[src/mfb_pkg.sv]
// Shared types and constants for the microphone sample FIFO with bias removal.
`default_nettype none
package mfb_pkg;

    // Ring buffer geometry; depth must be a power of two so the indexes wrap naturally.
    localparam int C_BUF_DEPTH = 256;
    localparam int C_IDX_W     = $clog2(C_BUF_DEPTH);
    localparam int C_FILL_W    = 8;

    // Sample formats.
    localparam int C_ADC_BITS  = 12;
    localparam int C_PCM_W     = 16;
    localparam int C_PCM_SHIFT = 4;    // times 16

    // Calibration: average of 100 samples, sum / 100 as a reciprocal multiply.
    localparam int C_CAL_SAMPLES = 100;
    localparam int C_CNT_W       = 7;
    localparam int C_SUM_W       = 19;
    localparam int C_RECIP_SHIFT = 25;
    localparam int C_RECIP       = (2 ** C_RECIP_SHIFT + C_CAL_SAMPLES - 1) / C_CAL_SAMPLES;
    localparam int C_RECIP_W     = 19;
    localparam int C_PROD_W      = C_SUM_W + C_RECIP_W;

    typedef enum logic [1:0] {
        OP_PUSH = 2'd0,
        OP_POP  = 2'd1,
        OP_CAL  = 2'd2,
        OP_NOP  = 2'd3
    } t_op;

    typedef enum logic [1:0] {
        ST_OK    = 2'd0,
        ST_FULL  = 2'd1,
        ST_EMPTY = 2'd2
    } t_status;

    typedef enum logic [1:0] {
        S_IDLE,
        S_READ,
        S_DIV,
        S_HOLD
    } t_state;

    typedef struct packed {
        logic                  fin;
        logic [C_ADC_BITS-1:0] bias;
    } t_cal_stat;

endpackage
`default_nettype wire

[src/mfb_ram.sv]
// Simple dual-port synchronous RAM with registered read.
`default_nettype none
module mfb_ram #(
    parameter int ADDR_W = 8,
    parameter int DATA_W = 16
) (
    input  wire logic              i_clk,
    input  wire logic              i_we,
    input  wire logic [ADDR_W-1:0] i_waddr,
    input  wire logic [DATA_W-1:0] i_wdata,
    input  wire logic              i_re,
    input  wire logic [ADDR_W-1:0] i_raddr,
    output logic      [DATA_W-1:0] o_rdata
);

    logic [DATA_W-1:0] r_mem [2**ADDR_W];

    always_ff @(posedge i_clk) begin
        if (i_we) begin
            r_mem[i_waddr] <= i_wdata;
        end
    end

    always_ff @(posedge i_clk) begin
        if (i_re) begin
            o_rdata <= r_mem[i_raddr];
        end
    end

endmodule
`default_nettype wire

[src/mfb_cal.sv]
// Calibration accumulator and divide-by-100 bias update.
`default_nettype none
module mfb_cal (
    input  wire logic                          i_clk,
    input  wire logic                          i_rst_n,
    input  wire logic                          i_start,
    input  wire logic [mfb_pkg::C_ADC_BITS-1:0] i_adc,
    output mfb_pkg::t_cal_stat                 o_stat
);
    import mfb_pkg::*;

    logic [C_SUM_W-1:0]    r_sum;
    logic [C_SUM_W-1:0]    n_sum;
    logic [C_CNT_W-1:0]    r_count;
    logic [C_ADC_BITS-1:0] r_bias;
    logic                  r_fin;
    logic [C_PROD_W-1:0]   r_prod;
    logic                  last;

    assign n_sum = r_sum + C_SUM_W'(i_adc);
    assign last  = (r_count == C_CNT_W'(C_CAL_SAMPLES - 1));

    always_ff @(posedge i_clk) begin
        if (!i_rst_n) begin
            r_sum   <= '0;
            r_count <= '0;
            r_bias  <= '0;
            r_fin   <= 1'b0;
        end else begin
            r_fin <= i_start && last;
            if (i_start) begin
                if (last) begin
                    r_sum   <= '0;
                    r_count <= '0;
                end else begin
                    r_sum   <= n_sum;
                    r_count <= r_count + 1'b1;
                end
            end
            // quotient taken in the cycle after the product is registered
            if (r_fin) begin
                r_bias <= r_prod[C_RECIP_SHIFT +: C_ADC_BITS];
            end
        end
    end

    // sum * ceil(2^25/100) >> 25 is exact for sums up to 100 * 4095
    always_ff @(posedge i_clk) begin
        if (i_start && last) begin
            r_prod <= C_PROD_W'(n_sum) * C_PROD_W'(C_RECIP);
        end
    end

    assign o_stat.fin  = r_fin;
    assign o_stat.bias = r_bias;

endmodule
`default_nettype wire

[src/mic_sample_fifo_with_bias.sv]
// Top level: microphone sample FIFO with DC bias removal.
`default_nettype none
// One operation per input transfer: push converts an ADC sample to PCM
// ((adc - bias) * 16, wrapped to 16 bits) and stores it in a 256-slot ring
// buffer that holds at most 255 samples; pop returns the oldest sample;
// calibrate accumulates samples and, on every 100th, sets the bias to the
// truncated average. Each input transfer yields exactly one output transfer
// carrying status, popped sample (zero unless a successful pop), the fill
// count after the step, the current bias and a calibration-done flag. Items
// are handled one at a time: push, the unused code and a pop on an empty
// buffer go straight to the hold state; a pop that returns data first passes
// a read state for the registered buffer RAM read, and calibrate first
// passes a divide state for the registered reciprocal multiply that
// divides by 100. While the previous result is still stalled at the output,
// the next result waits and the input stays closed until it is taken.
// Samples live in a synchronous RAM with no reset; a pop only ever reads
// slots written by an earlier push, so no clearing pass is needed.
module mic_sample_fifo_with_bias (
    input  wire logic                           i_clk,
    input  wire logic                           i_rst_n,
    // input channel
    input  wire logic                           i_valid,
    output logic                                o_stall,
    input  wire logic [1:0]                     i_operation,
    input  wire logic [mfb_pkg::C_ADC_BITS-1:0] i_adc_value,
    // output channel
    output logic                                o_valid,
    input  wire logic                           i_stall,
    output logic [1:0]                          o_status,
    output logic signed [mfb_pkg::C_PCM_W-1:0]  o_sample,
    output logic [mfb_pkg::C_FILL_W-1:0]        o_fill_count,
    output logic [mfb_pkg::C_ADC_BITS-1:0]      o_bias_value,
    output logic                                o_cal_done
);
    import mfb_pkg::*;

    t_state                r_state;
    t_state                n_state;
    logic [C_IDX_W-1:0]    r_wr_idx;
    logic [C_IDX_W-1:0]    r_rd_idx;

    // pending result fields, loaded into the output register in S_HOLD
    t_status               r_status;
    logic [C_PCM_W-1:0]    r_sample;
    logic                  r_cal_done;

    // output register
    logic                  r_out_valid;
    t_status               r_out_status;
    logic [C_PCM_W-1:0]    r_out_sample;
    logic [C_FILL_W-1:0]   r_out_fill;
    logic [C_ADC_BITS-1:0] r_out_bias;
    logic                  r_out_done;

    logic                  accept;
    logic                  out_free;
    logic                  load_out;
    logic                  full;
    logic                  empty;
    logic                  mem_we;
    logic                  mem_re;
    logic                  cal_start;
    logic [C_ADC_BITS-1:0] diff;
    logic [C_PCM_W-1:0]    pcm;
    logic [C_PCM_W-1:0]    rdata;
    t_op                   op;
    t_cal_stat             cal_stat;

    assign op       = t_op'(i_operation);
    assign accept   = i_valid && (r_state == S_IDLE);
    assign o_stall  = (r_state != S_IDLE);
    assign out_free = !r_out_valid || !i_stall;
    assign full     = ((r_wr_idx + 1'b1) == r_rd_idx);
    assign empty    = (r_wr_idx == r_rd_idx);

    // (adc - bias) * 16 mod 2^16 only needs the low 12 bits of the difference
    assign diff = i_adc_value - cal_stat.bias;
    assign pcm  = {diff[C_PCM_W-C_PCM_SHIFT-1:0], {C_PCM_SHIFT{1'b0}}};

    assign mem_we    = accept && (op == OP_PUSH) && !full;
    assign mem_re    = accept && (op == OP_POP) && !empty;
    assign cal_start = accept && (op == OP_CAL);

    // next state
    always_comb begin
        n_state  = r_state;
        load_out = 1'b0;
        case (r_state)
            S_IDLE: begin
                if (accept) begin
                    case (op)
                        OP_POP:  n_state = empty ? S_HOLD : S_READ;
                        OP_CAL:  n_state = S_DIV;
                        default: n_state = S_HOLD;
                    endcase
                end
            end
            S_READ: n_state = S_HOLD;
            S_DIV:  n_state = S_HOLD;
            S_HOLD: begin
                if (out_free) begin
                    load_out = 1'b1;
                    n_state  = S_IDLE;
                end
            end
            default: n_state = S_IDLE;
        endcase
    end

    always_ff @(posedge i_clk) begin
        if (!i_rst_n) begin
            r_state     <= S_IDLE;
            r_wr_idx    <= '0;
            r_rd_idx    <= '0;
            r_out_valid <= 1'b0;
        end else begin
            r_state <= n_state;
            if (mem_we) begin
                r_wr_idx <= r_wr_idx + 1'b1;
            end
            if (mem_re) begin
                r_rd_idx <= r_rd_idx + 1'b1;
            end
            if (load_out) begin
                r_out_valid <= 1'b1;
            end else if (!i_stall) begin
                r_out_valid <= 1'b0;
            end
        end
    end

    // result payload
    always_ff @(posedge i_clk) begin
        if (accept) begin
            r_sample   <= '0;
            r_cal_done <= 1'b0;
            case (op)
                OP_PUSH: r_status <= full ? ST_FULL : ST_OK;
                OP_POP:  r_status <= empty ? ST_EMPTY : ST_OK;
                default: r_status <= ST_OK;
            endcase
        end
        if (r_state == S_READ) begin
            r_sample <= rdata;
        end
        if (r_state == S_DIV) begin
            r_cal_done <= cal_stat.fin;
        end
        if (load_out) begin
            r_out_status <= r_status;
            r_out_sample <= r_sample;
            r_out_fill   <= C_FILL_W'(r_wr_idx - r_rd_idx);
            r_out_bias   <= cal_stat.bias;
            r_out_done   <= r_cal_done;
        end
    end

    mfb_ram #(
        .ADDR_W (C_IDX_W),
        .DATA_W (C_PCM_W)
    ) u_ram (
        .i_clk   (i_clk),
        .i_we    (mem_we),
        .i_waddr (r_wr_idx),
        .i_wdata (pcm),
        .i_re    (mem_re),
        .i_raddr (r_rd_idx),
        .o_rdata (rdata)
    );

    mfb_cal u_cal (
        .i_clk   (i_clk),
        .i_rst_n (i_rst_n),
        .i_start (cal_start),
        .i_adc   (i_adc_value),
        .o_stat  (cal_stat)
    );

    assign o_valid      = r_out_valid;
    assign o_status     = r_out_status;
    assign o_sample     = r_out_sample;
    assign o_fill_count = r_out_fill;
    assign o_bias_value = r_out_bias;
    assign o_cal_done   = r_out_done;

endmodule
`default_nettype wire

[config.mk]
export PLATFORM = sky130hd
export DESIGN_NAME = mic_sample_fifo_with_bias
export DESIGN_NICKNAME = d
export VERILOG_FILES = /design/src/mfb_pkg.sv /design/src/mfb_ram.sv /design/src/mfb_cal.sv /design/src/mic_sample_fifo_with_bias.sv
export SDC_FILE = /design/constraint.sdc
export NUM_CORES = 2
export LEC_CHECK = 0
export BUFFER_PORTS_ARGS = -buffer_cell sky130_fd_sc_hd__clkbuf_2
export CORE_MARGIN = 2
export CORE_UTILIZATION = 50
export CTS_CLUSTER_SIZE = 8
export DETAILED_ROUTE_END_ITERATION = 10
export PLACE_DENSITY_LB_ADDON = 0.15
export SETUP_SLACK_MARGIN = 0.05
export SYNTH_ARGS = -nofsm -noshare
export SYNTH_HDL_FRONTEND = slang
export SYNTH_SLANG_ARGS = --single-unit
[constraint.sdc]
create_clock -name i_clk -period 24.7 [get_ports i_clk]
set_clock_uncertainty 0.15 [all_clocks]
set_input_delay 3.705 -clock i_clk [delete_from_list [all_inputs] [get_ports i_clk]]
set_output_delay 3.705 -clock i_clk [all_outputs]
set_load 0.02 [all_outputs]
## Word level (Yosys, flattened, before mapping)

Memory sizes are Yosys's and may differ from the RTL's. A register that Yosys moved wholly into a read port is not among the register bits.
Index checks and enable logic that the tools add are counted.

- Add/subtract/negate cells: 6
- $mul: 1
- Equality and inequality tests: 11
- Multiplexer cells: 20
- Reduce and logical (&&, ||, !) cells: 19

Operator list:

| operator | count |
|---|---|
| multiplier 19 x 19 -> 37 bit, second input constant | 1 |
| two-way mux 16 bit | 2 |
| adder 19 x 12 -> 19 bit | 1 |
| two-way mux 19 bit | 1 |
| adder 8 x 1 -> 8 bit, second input constant | 2 |
| equality test 8 bit | 2 |
| subtractor 12 bit | 1 |
| two-way mux 1 bit | 9 |
| two-way mux 2 bit | 4 |
| one-hot mux 2 bit (2 select lines) | 2 |
| subtractor 8 bit | 1 |
| adder 7 x 1 -> 7 bit, second input constant | 1 |
| equality test 7 bit, second input constant | 1 |
| logical AND 1 bit | 7 |
| two-way mux 7 bit | 1 |
| equality test 2 bit, second input constant | 3 |
| one-hot mux 2 bit (3 select lines) | 1 |
| nonzero test 2 bit | 3 |
| equality test 2 x 1 -> 1 bit, second input constant | 2 |
| logical NOT 1 bit | 4 |
| logical NOT 2 bit | 2 |
| != test 2 bit, second input constant | 2 |
| != test 2 x 1 -> 1 bit, second input constant | 1 |
| AND reduction 2 bit | 1 |
| 2 further kinds | 2 |

- Flip-flop bits (word level): 169
- Bits in writable memories: 3072
- Bits of input ports: 18
- Output and inout port bits: 41
- Logic and storage cells: 76
- Memories: 1

Memories:

| name | words | bits a word | rd ports | clocked after Yosys merged registers in | wr ports | line | text |
|---|---|---|---|---|---|---|---|
| u_ram.r_mem | 256 | 12 | 1 | 1 | 1 | mfb_ram.sv:16 | `logic [DATA_W-1:0] r_mem [2**ADDR_W];` |

## Logic depth before layout (Yosys ltp)

- Word-level depth: 6
- Depth in mapped cells: 31
- Gate-level depth less buffers: 31

## By module

From an unflattened synthesis, not the netlist that was laid out.

- Cell total of the unflattened synthesis: 8696
- Area total of the unflattened synthesis: 172267.7 µm²

Modules (own cells, without submodules):

| module | times used | cells each | area each (µm²) | sequential area each (µm²) |
|---|---|---|---|---|
| mfb_ram | 1 | 7360 | 158874.9 | 123478.4 |
| mfb_cal | 1 | 979 | 9404.0 | 1141.1 |
| mic_sample_fifo_with_bias | 1 | 357 | 3988.8 | 2122.0 |

## Worst setup path after synthesis

No wires, ideal clock.

- Path type: input-to-reg
- Start point: input port i_adc_value[0] (netlist bit)
- End point: memory u_ram.r_mem[0][10] (netlist bit), data pin
- Library setup time: 3367 ps
- Arrival time: 21243 ps
- Required time: 21183 ps
- Path slack: -59 ps
- Stages on the path: 11
- Path buffers: 0
- Path through: inv_1 -> ha_1 -> fa_1 -> nor2b_1 -> o21ai_0 -> a21boi_0 -> o21ai_0 -> a21boi_0 -> o21ai_0 -> nand2_1 -> o311ai_0

- Word-level cells in the longest chain between the ends: 1

RTL lines:

| item | line | text |
|---|---|---|
| start: declaration | mic_sample_fifo_with_bias.sv:25 | `input wire logic [mfb_pkg::C_ADC_BITS-1:0] i_adc_value,` |
| subtractor 12 bit | mic_sample_fifo_with_bias.sv:77 | `assign diff = i_adc_value - cal_stat.bias;` |
| net diff[10] | mic_sample_fifo_with_bias.sv:63 | `logic [C_ADC_BITS-1:0] diff;` |
| end: declaration | mfb_ram.sv:16 |  |

The timed path passes the listed nets, and every way through them passes these cells.

## Final worst setup path

- Start point: input port i_adc_value[1] (netlist bit)
- End point: register u_cal.r_prod[30], data pin

- Word-level cells in the longest chain between the ends: 2

RTL lines:

| item | line | text |
|---|---|---|
| adder 19 x 12 -> 19 bit | mfb_cal.sv:20 | `assign n_sum = r_sum + C_SUM_W'(i_adc);` |
| multiplier 19 x 19 -> 37 bit | mfb_cal.sv:50 | `r_prod <= C_PROD_W'(n_sum) * C_PROD_W'(C_RECIP);` |
| end signal: assignment | mfb_cal.sv:50 |  |
| end: declaration | mfb_cal.sv:17 | `logic [C_PROD_W-1:0] r_prod;` |

No other way between the ends.
A chain may end at the register's enable or synchronous reset.

==> results.ini <==
[run_status]
outcome=finished, final reports clean

[yosys]
yosys_warnings=0
synthMuxAreaShare_pct=17.3
synth-adder-area-share_pct=4.20
synth-edff-count=3146
async_flop_share_pct=0
netlist_top_cells_count=3146 x edfxtp_1, 991 x mux4_2, 355 x nor2_1
synth-xor-area-share_pct=0.496
synth-seq-area-share_pct=73.2
syn_area_per_cell_sq_um=21.7
ys_seq_elements=3204
yosysTopAreaCell=edfxtp_1
yosys.area.top_type_share_pct=72.3
postSynthCellCount=6016
synth_area_leaders=edfxtp_1 72%, mux4_2 17%, ha_1 2.1%
ys_types=64
synth-simple-area-share_pct=1.95
synth_top_family_by_area=multiplexers
synth_most_common_cell=edfxtp_1
ys.flop_type=edfxtp_1
synth-compound-area-share_pct=0.916
syn_area_sq_um=131000

[sta]
rsz0062_at_grt=no
hold_viol_final=0
fmax_mhz=92.2
setup_viol_count_final=0
max_slew.worst_pin.slew_ns=1.31
finalCritPeriodShare_pct=43.9
drv_slew=0
maxSlewHeadroom_pct=12.3
setup_tns_ns=0
fin_ws_ns=13.86
min_period_ns=10.84

[detailed_routing]
ant_nets=0
viasPerCell=6.22
num_vias=62200
drt_pass1_iterations=6
wire_per_inst_um=32.1
drt_iter0_drc=6993
totalWireLength_um=321000
drc=0

[worst_setup_path]
r2r-start=u_cal.r_sum[1]
crit_path_frequent_cell=fa_1
reg2reg_depth=28
worst-setup-path-type=input port to flop
critPathRequiredTime_ns=25.27
crit_fanout=9
r2r_slack_ns=16.41
critPathCaptureType=flop
cpMaxStageDelayCell=fa_1
slowest_delay_ns=0.53
r2r_end=u_cal.r_prod[30]
cp-start-kind=input port
arrival_ns=11.41

[final_layout]
finish.utilization_pct=57.1
fillers=18900
final_nets=6869
regArea_sq_um=95600
syn_to_final_growth_pct=13.5
multiInputGateArea_sq_um=32800
drive_gt1_share_pct=28.0

[clock_tree]
cts_tree=done
clock_path_buffers=4
post_cts_buffers=0
clock_latency_ns=0.93
numCtsBuffers=443
hold_buffers=0
ctsRootBufferMaster=clkbuf_16
clkTransAtPathRegs_ns=0.05
htree_num_levels=5
cts-resized-gates=0
cts_sinks=3204

[power_and_ir_drop]
vdd_ir_drop_max_mv=0.0898
finalPower_mw=13.3
leakagePower_nw=47.4
p_per_area_nw_per_um2=89.7

[floorplan]
die_area_sq_um=265000
initial_core_util_pct=50.3
placementRows=187
ioPinCount=59
die_x_um=515
die_h_um=515
core_sq_um=260000

[global_route]
grt_overflow_total=0
track_usage_pct=24.5
grt_max_degree=205
grt_pass1_vias=63100
antenna_found_initial=13
grt_pass1_wl_um=465000

[placement]
gp_congestion=0.845
place.port_buffers=54
hpwlAfterDp_um=190000
pre_cts_ws_ns=12.93

[min_path]
holdPathEnd=o_status[1]
hp-class=flop to flop
worstHoldStart=r_status[1]
hold_depth=0

[flow_run]
drv_cap=0

cell families (layout without fill, tap and decap cells):
kind of cell / Yosys count / count (layout)
flops: 3204 / 3204
mux: 1024 / 1024
buf+inv: 593 / 1172
simple gates: 586 / 586
fa+ha+maj: 357 / 357
compound gates: 177 / 177
xor+xnor: 74 / 74
other cells: 1 / 12
worst max path at each step:
stage / endpoint / startpoint / slack, ns / cells after the start
final: u_cal.r_prod[30] / i_adc_value[1] / 13.86 / 29
after global routing: u_cal.r_prod[30] / i_adc_value[0] / 13.41 / 31
after CTS: u_cal.r_prod[30] / i_adc_value[1] / 13.91 / 29
after detailed placement: u_cal.r_prod[30] / i_adc_value[0] / 12.93 / 31
after global placement: u_cal.r_prod[30] / i_adc_value[1] / 13.03 / 29
after floorplan: u_ram.r_mem[0][10] / i_adc_value[0] / 6.72 / 11
through the flow:
| stage | cells | hold WS (ns) | instance area (sq um) |
|---|---|---|---|
| 6_report | 10000 | 0.268 | 148000 |
| 5_1_grt | 10000 | 0.277 | 148000 |
| 4_1_cts | 10000 | 0.269 | 148000 |
| 2_1_floorplan | 6019 | 0.250 | 131000 |
| 3_3_place_gp | 9451 | 0.251 | 136000 |
| 3_5_place_dp | 9451 | 0.256 | 136000 |
sequential cells by signal, summed over array words and instances (netlist names), 12 cells and up:
signal,count
u_cal.r_bias,12
r_sample,12
u_cal.r_sum,19
o_sample,12
o_bias_value,12
u_ram.o_rdata,12
u_cal.r_prod,12
u_ram.r_mem,3072
final cells by class:
type	count	share of cell area, %
Inverter	298	0.771
Timing Repair Buffer	325	1.71
Multi-Input combinational cell	2222	22.1
Clock buffer	529	7.76
Sequential cell	3204	64.5
Tap cell	3402	2.87
Antenna cell	8	0.0135
Clock inverter	20	0.242
critical path: cells and delay by family:
kind / cells / cell delay, ns
AOI/OAI and AO/OA: 10 / 2.69
xor gates and xnor gates: 1 / 0.15
adders and majority gates: 8 / 3.39
buffers and inverters: 6 / 0.53
and+or+nand+nor: 4 / 0.94
cell usage in the layout, fill, tap and decap left out, types with 8 or more instances in the layout:
| cell | instances |
|---|---|
| a21o_1 | 9 |
| a21oi_1 | 39 |
| a22oi_1 | 23 |
| and2_1 | 30 |
| and3_1 | 12 |
| buf_12 | 19 |
| buf_4 | 252 |
| clkbuf_1 | 81 |
| clkbuf_16 | 447 |
| clkbuf_2 | 54 |
| dfxtp_1 | 54 |
| diode_2 | 8 |
| edfxtp_1 | 3146 |
| fa_1 | 136 |
| ha_1 | 221 |
| inv_1 | 292 |
| mux2i_1 | 33 |
| mux4_2 | 991 |
| nand2_1 | 69 |
| nand3_1 | 37 |
| nand3_2 | 8 |
| nor2_1 | 337 |
| nor2_2 | 15 |
| nor2b_1 | 15 |
| nor3_1 | 13 |
| o21a_1 | 9 |
| o21ai_0 | 30 |
| or2_2 | 9 |
| or3_1 | 9 |
| xnor2_1 | 38 |
| xor2_1 | 30 |
metal layers:
metal	track usage (%)	vias up	wire length (um)
li1	-	25500	-
met1	36.2	33800	136000
met2	38.0	2529	153000
met3	4.17	432	23700
met4	6.75	2	8070
met5	0	-	13
report_power, final:
part	leakage, nW	switching, mW	internal [mW]
clock network	5.77	2.13	3.22
registers	28.7	0.0220	6.11
logic	12.9	1.12	0.693
Power figures use the tool's default switching activity.
